$ cat config.mk
export PLATFORM = sky130hd
export DESIGN_NAME = cpa_ctrl
export DESIGN_NICKNAME = d
export VERILOG_FILES = /design/src/design/cpa_pkg.sv /design/src/design/cpa_ctrl.sv
export SDC_FILE = /design/constraint.sdc
export NUM_CORES = 1
export LEC_CHECK = 0
export ABC_AREA = 1
export ABC_CLOCK_PERIOD_IN_PS = 1700
export BUFFER_PORTS_ARGS = -buffer_cell sky130_fd_sc_hd__buf_2
export CAP_MARGIN = 20
export CORE_MARGIN = 2
export CORE_UTILIZATION = 53
export CTS_CLUSTER_DIAMETER = 30
export DETAILED_ROUTE_END_ITERATION = 12
export GPL_TIMING_DRIVEN = 0
export MAX_ROUTING_LAYER = met4
export PLACE_DENSITY = 0.79
export SYNTH_ARGS = -nofsm -noshare
export SYNTH_HDL_FRONTEND = slang
export SYNTH_SLANG_ARGS = --single-unit
$ cat constraint.sdc
create_clock -name clk -period 1.7 [get_ports clk]
set_input_delay 0.255 -clock clk [delete_from_list [all_inputs] [get_ports clk]]
set_output_delay 0.255 -clock clk [all_outputs]
set_load 0.05 [all_outputs]
$ cat src/design/cpa_pkg.sv
package cpa_pkg;

	// Request kinds.
	localparam logic [1:0] MODE_ALLOC     = 2'd0;
	localparam logic [1:0] MODE_RELEASE   = 2'd1;
	localparam logic [1:0] MODE_TRANSLATE = 2'd2;

	// Status codes.
	localparam logic [1:0] ST_OK      = 2'd0;
	localparam logic [1:0] ST_NO_ROOM = 2'd1;
	localparam logic [1:0] ST_UNKNOWN = 2'd2;

	typedef struct packed {
		logic [1:0] mode;
		logic [7:0] pid;
		logic [6:0] page_count;
		logic [5:0] page_index;
	} req_t;

	typedef struct packed {
		logic [1:0] status;
		logic [5:0] base_page;
		logic       is_move;
		logic [5:0] move_from;
		logic [5:0] move_to;
		logic       last;
	} rsp_t;

	// Commands from the controller to the datapath.
	typedef struct packed {
		logic load;        // capture the request
		logic proc_clr;    // clear the process scan
		logic proc_step;   // examine one table entry
		logic page_clr;    // reset page pointers
		logic scan_step;   // one page of the hole scan
		logic cmp_step;    // one page of compaction
		logic fill_step;   // one page of reservation
		logic rel_step;    // one page of release
		logic xl_step;     // one page of the first-page search
		logic commit;      // write the process table entry
		logic rel_commit;  // free the process table entry
	} cmd_t;

	// Status from the datapath to the controller.
	typedef struct packed {
		logic       proc_done;
		logic       proc_hit;
		logic       slot_free;
		logic       page_done;
		logic       fit_found;
		logic       total_ok;
		logic       cnt_zero;
		logic       fill_done;
		logic       idx_ok;
		logic       move_now;
		logic [1:0] mode;
	} sts_t;

endpackage

$ cat src/design/cpa_ctrl.sv
module cpa_ctrl (
	input  logic          clk,
	input  logic          arst_n,
	input  logic          in_valid,
	output logic          in_ready,
	output logic          out_valid,
	input  logic          out_ready,
	output cpa_pkg::cmd_t cmd,
	input  cpa_pkg::sts_t sts,
	output logic [1:0]    rsp_status,
	output logic          rsp_move,
	output logic          rsp_base_en
);
	typedef enum logic [9:0] {
		S_IDLE  = 10'b0000000001,
		S_PROC  = 10'b0000000010,
		S_DEC   = 10'b0000000100,
		S_SCAN  = 10'b0000001000,
		S_CMP   = 10'b0000010000,
		S_MOVE  = 10'b0000100000,
		S_FILL  = 10'b0001000000,
		S_REL   = 10'b0010000000,
		S_XL    = 10'b0100000000,
		S_OUT   = 10'b1000000000
	} state_t;

	state_t     state_q;
	state_t     state_d;
	logic [1:0] st_q;
	logic [1:0] st_d;
	logic       base_en_q;
	logic       base_en_d;
	logic       xfer;

	assign xfer = out_valid && out_ready;

	always_comb begin
		state_d   = state_q;
		st_d      = st_q;
		base_en_d = base_en_q;
		cmd       = '0;
		in_ready  = (state_q == S_IDLE);
		out_valid = (state_q == S_OUT) || (state_q == S_MOVE);
		case (state_q)
			S_IDLE: begin
				if (in_valid) begin
					cmd.load     = 1'b1;
					cmd.proc_clr = 1'b1;
					cmd.page_clr = 1'b1;
					state_d      = S_PROC;
				end
			end
			S_PROC: begin
				if (sts.proc_done) begin
					state_d = S_DEC;
				end else begin
					cmd.proc_step = 1'b1;
				end
			end
			S_DEC: begin
				base_en_d = 1'b0;
				st_d      = cpa_pkg::ST_UNKNOWN;
				state_d   = S_OUT;
				case (sts.mode)
					cpa_pkg::MODE_ALLOC: begin
						st_d = cpa_pkg::ST_NO_ROOM;
						if (!sts.proc_hit && sts.slot_free) begin
							if (sts.cnt_zero) begin
								st_d      = cpa_pkg::ST_OK;
								base_en_d = 1'b1;
								cmd.commit = 1'b1;
							end else begin
								state_d = S_SCAN;
							end
						end
					end
					cpa_pkg::MODE_RELEASE: begin
						if (sts.proc_hit) begin
							state_d = S_REL;
						end
					end
					cpa_pkg::MODE_TRANSLATE: begin
						if (sts.proc_hit && sts.idx_ok) begin
							state_d = S_XL;
						end
					end
					default: begin
						state_d = S_OUT;
					end
				endcase
			end
			S_SCAN: begin
				cmd.scan_step = 1'b1;
				if (sts.page_done) begin
					state_d = S_FILL;
				end
			end
			S_CMP: begin
				cmd.cmp_step = 1'b1;
				if (sts.move_now) begin
					state_d = S_MOVE;
				end else if (sts.page_done) begin
					cmd.cmp_step = 1'b1;
					state_d = S_FILL;
				end
			end
			S_MOVE: begin
				// A move on the last page ends the compaction walk.
				if (xfer) begin
					state_d = sts.fit_found ? S_FILL : S_CMP;
				end
			end
			S_FILL: begin
				if (!sts.fit_found && !sts.total_ok) begin
					st_d      = cpa_pkg::ST_NO_ROOM;
					base_en_d = 1'b0;
					state_d   = S_OUT;
				end else if (!sts.fit_found) begin
					// Fall into compaction; fit is declared at its end.
					cmd.page_clr = 1'b1;
					state_d      = S_CMP;
				end else begin
					cmd.fill_step = 1'b1;
					if (sts.fill_done) begin
						cmd.commit = 1'b1;
						st_d       = cpa_pkg::ST_OK;
						base_en_d  = 1'b1;
						state_d    = S_OUT;
					end
				end
			end
			S_REL: begin
				cmd.rel_step = 1'b1;
				if (sts.page_done) begin
					cmd.rel_commit = 1'b1;
					st_d      = cpa_pkg::ST_OK;
					base_en_d = 1'b0;
					state_d   = S_OUT;
				end
			end
			S_XL: begin
				cmd.xl_step = 1'b1;
				if (sts.page_done) begin
					st_d      = cpa_pkg::ST_OK;
					base_en_d = 1'b1;
					state_d   = S_OUT;
				end
			end
			S_OUT: begin
				if (xfer) begin
					state_d = S_IDLE;
				end
			end
			default: begin
				state_d = S_IDLE;
			end
		endcase
	end

	assign rsp_status  = (state_q == S_MOVE) ? cpa_pkg::ST_OK : st_q;
	assign rsp_move    = (state_q == S_MOVE);
	assign rsp_base_en = base_en_q && (state_q == S_OUT);

	always_ff @(posedge clk or negedge arst_n) begin
		if (!arst_n) begin
			state_q   <= S_IDLE;
			st_q      <= cpa_pkg::ST_OK;
			base_en_q <= 1'b0;
		end else begin
			state_q   <= state_d;
			st_q      <= st_d;
			base_en_q <= base_en_d;
		end
	end

	// No request is taken while a move result is shown.
	a_move_result: assert property (@(posedge clk) disable iff (!arst_n)
		(state_q == S_MOVE) |-> !in_ready)
		else $error("move shown while accepting input");
	// Intake happens only with no result pending.
	a_one_item: assert property (@(posedge clk) disable iff (!arst_n)
		(in_valid && in_ready) |=> !out_valid)
		else $error("result shown right after intake");
	// A completed final result returns to idle.
	a_done_idle: assert property (@(posedge clk) disable iff (!arst_n)
		(xfer && state_q == S_OUT) |=> in_ready)
		else $error("controller did not return to idle");
endmodule

==> flow_metrics.env <==
export IMPL_finalHoldViolCount=0
export IMPL_post_synth_num_cell_types=25
export IMPL_hp_class="primary input to flop"
export IMPL_area_growth_pct=70.4
export IMPL_dp_slack_ps=-180
export IMPL_num_antenna_cells=0
export IMPL_fp_dieW_um=54.2
export IMPL_tritoncts="built"
export IMPL_cp_top_family="buffers and inverters"
export IMPL_grt_max_degree=14
export IMPL_synth_edf_count=0
export IMPL_final_util_pct=93.5
export IMPL_io_buffer_count=32
export IMPL_maxSlewHeadroom_pct=74.0
export IMPL_slowest_stage="dfrtp_2"
export IMPL_path_max_fanout=4
export IMPL_gp_congestion=0.913
export IMPL_grt_pass1_vias=1677
export IMPL_syn_inst=225
export IMPL_finalCritPeriodShare_pct=120
export IMPL_fp_row_count=18
export IMPL_syn_avg_cell_area_sq_um=5.93
export IMPL_ys_ff_latch=13
export IMPL_end_kind="primary output"
export IMPL_p_per_area_nw_per_um2=1090
export IMPL_die_area_sq_um=2940
export IMPL_drive_gt1_share_pct=49.5
export IMPL_rsz0062_at_grt="yes"
export IMPL_violations="setup timing"
export IMPL_irDropWorstVdd_v=0.00141
export IMPL_cpMostUsedCell="inv_1"
export IMPL_max_stage_delay_ps=440
export IMPL_dr_total_vias=2091
export IMPL_drv_slew=0
export IMPL_fp_coreArea_sq_um=2430
export IMPL_io_pins=33
export IMPL_grt_ovfl_total=0
export IMPL_path_cells="buf_4, inv_1, nand2_1, inv_1, nand2_4, nor2_4, a22o_4, buf_8"
export IMPL_clkSinkCount=13
export IMPL_ys_flop_type="dfrtp_1"
export IMPL_dp_hpwl_um=2860
export IMPL_clockBufferDepth=2
export IMPL_seq_area_frac_synth_pct=24.5
export IMPL_grt_usage_pct=35.7
export IMPL_antenna_found_initial=0
export IMPL_tns_ps=-5080
export IMPL_path_class="flop to primary output"
export IMPL_clock_fmax_mhz=490
export IMPL_ant_nets=0
export IMPL_clk_insertion_delay_late_ps=290
export IMPL_outcome="finished, violations left"
export IMPL_routed_via_density=6.43
export IMPL_synth_nets=241
export IMPL_die_h_um=54.2
export IMPL_clkTransAtPathRegs_ps=100
export IMPL_setup_ws_ps=-340
export IMPL_netlist_area_sq_um=1340
export IMPL_arrival_ps=1790
export IMPL_drt_iter0_markers=189
export IMPL_required_ps=1440
export IMPL_placed_cell_area_sq_um=1590
export IMPL_drt_total_wl_um=6850
export IMPL_period_needed_ps=2040
export IMPL_wl_per_cell_um=21.1
export IMPL_htree_levels=1
export IMPL_grt_pass1_wl_um=7190
export IMPL_cts_root_buf="clkbuf_4"
export IMPL_finalSetupViolations=28
export IMPL_initial_core_util_pct=54.9
export IMPL_p_leak_uw=0.00124
export IMPL_cts_made_buffers=3
export IMPL_first_pass_iters=6
export IMPL_critPathBufInv=4
export IMPL_startpoint_type="flop"
export IMPL_worst_pin_slew_ps=387
export IMPL_fin_area_sq_um=2270
export IMPL_drc=0
export IMPL_fin_worst_skew_ps=2.61
export IMPL_async_reset_ff_share_pct=100
export IMPL_yosysWarnings=0
export IMPL_power_uw=2470
export IMPL_cap_violations=0
export IMPL_nets=312
## layer usage
metal  track usage [%]  part of all wire (%)
met5                 -                     0
met4              21.7                   8.6
met2              59.6                    46
met1              40.9                    34
met3              3.61                    12
## stage by stage
step | std cells | hold slack [ps]
2_1_floorplan | 225 | -40.6
3_3_place_gp | 287 | 164
3_5_place_dp | 287 | 165
4_1_cts | 315 | 197
5_1_grt | 325 | 207
6_report | 325 | 198
## placed cells by master (no fill, tap or decap)
cell type and count:
inv_6 1, o21ai_0 2, inv_2 6, clkbuf_1 1, o41ai_1 1, nand3_1 13
a21oi_1 2, dfrtp_1 8, a21oi_2 1, buf_8 10, nand2_2 12, buf_6 10
nor2_2 5, buf_2 15, o22ai_1 1, buf_12 1, nor4_4 1, a22o_4 1
dfrtp_2 4, nor2_4 18, o21ai_2 1, nand3_4 2, nor2_1 23, nand2_1 42
inv_1 36, nor3_2 1, nand2_8 1, inv_4 3, o22ai_2 1, nand4_1 9
dlygate4sd3_1 1, nand2_4 14, dfstp_2 1, nor3_4 2, nand3_2 1, nor3_1 6
o21ai_1 4, clkbuf_4 3, buf_4 31
## final timing paths
kind	startpoint	endpoint	slack (ps)	depth (start not counted)
max in group asynchronous	arst_n	state_q[0]	1020	2
hold / removal	sts[1]	state_q[3]	200	2
setup reg to reg	state_q[8]	state_q[4]	-170	10
hold reg to reg	st_q[0]	st_q[0]	530	2
min in group asynchronous	arst_n	state_q[9]	390	2
setup / recovery	state_q[7]	cmd[1]	-340	8
## area by class of cell
cell class | count | area [sq um]
Timing Repair Buffer | 66 | 578
Clock buffer | 4 | 26.3
Sequential cell | 13 | 332
Multi-Input combinational cell | 164 | 1090
Tap cell | 30 | 37.5
Buffer | 2 | 22.5
Inverter | 46 | 185
Fill cell | 85 | 158
## registers in the layout (all words and copies together), names as in the netlist
name,count
base_en_q,1
st_q,2
state_q,10
## synth_stat cells (3+ instances only)
master / count / area [sq um]
nand2_4: 3 / 33.8
a21oi_1: 3 / 15.0
dfrtp_1: 12 / 300
o21ai_0: 4 / 20.0
nand3_1: 13 / 65.1
nor2_4: 3 / 33.8
nor3_1: 7 / 35.0
inv_1: 44 / 165
nand2_2: 9 / 56.3
nand4_1: 9 / 56.3
o21ai_1: 3 / 15.0
nor2_1: 36 / 135
nand2_1: 57 / 214
nor2_2: 7 / 43.8
## cell families (layout without fill, tap and decap cells)
family	count (synthesis)	after routing	share of synthesized area [%]
DFF	13	13	24.5
buffers and inverters	48	118	14.3
AOI/OAI and AO/OA	14	14	6.00
and+or+nand+nor	150	150	55.2
## where the power goes
group          switching (uW)  internal (uW)  leakage (uW)  total [uW]
clock                     127           91.3     0.0000150         218
sequential               45.6            381      0.000163         426
combinational            1170            659       0.00107        1830
## timing repair
item,in CTS,in global routing
buffers inserted,23,10
pin swaps,17,19
gates resized for setup,65,52
hold buffers,1,0
hold endpoints to repair,12,0
setup endpoints to repair,17,28
Power figures use the tool's default switching activity.
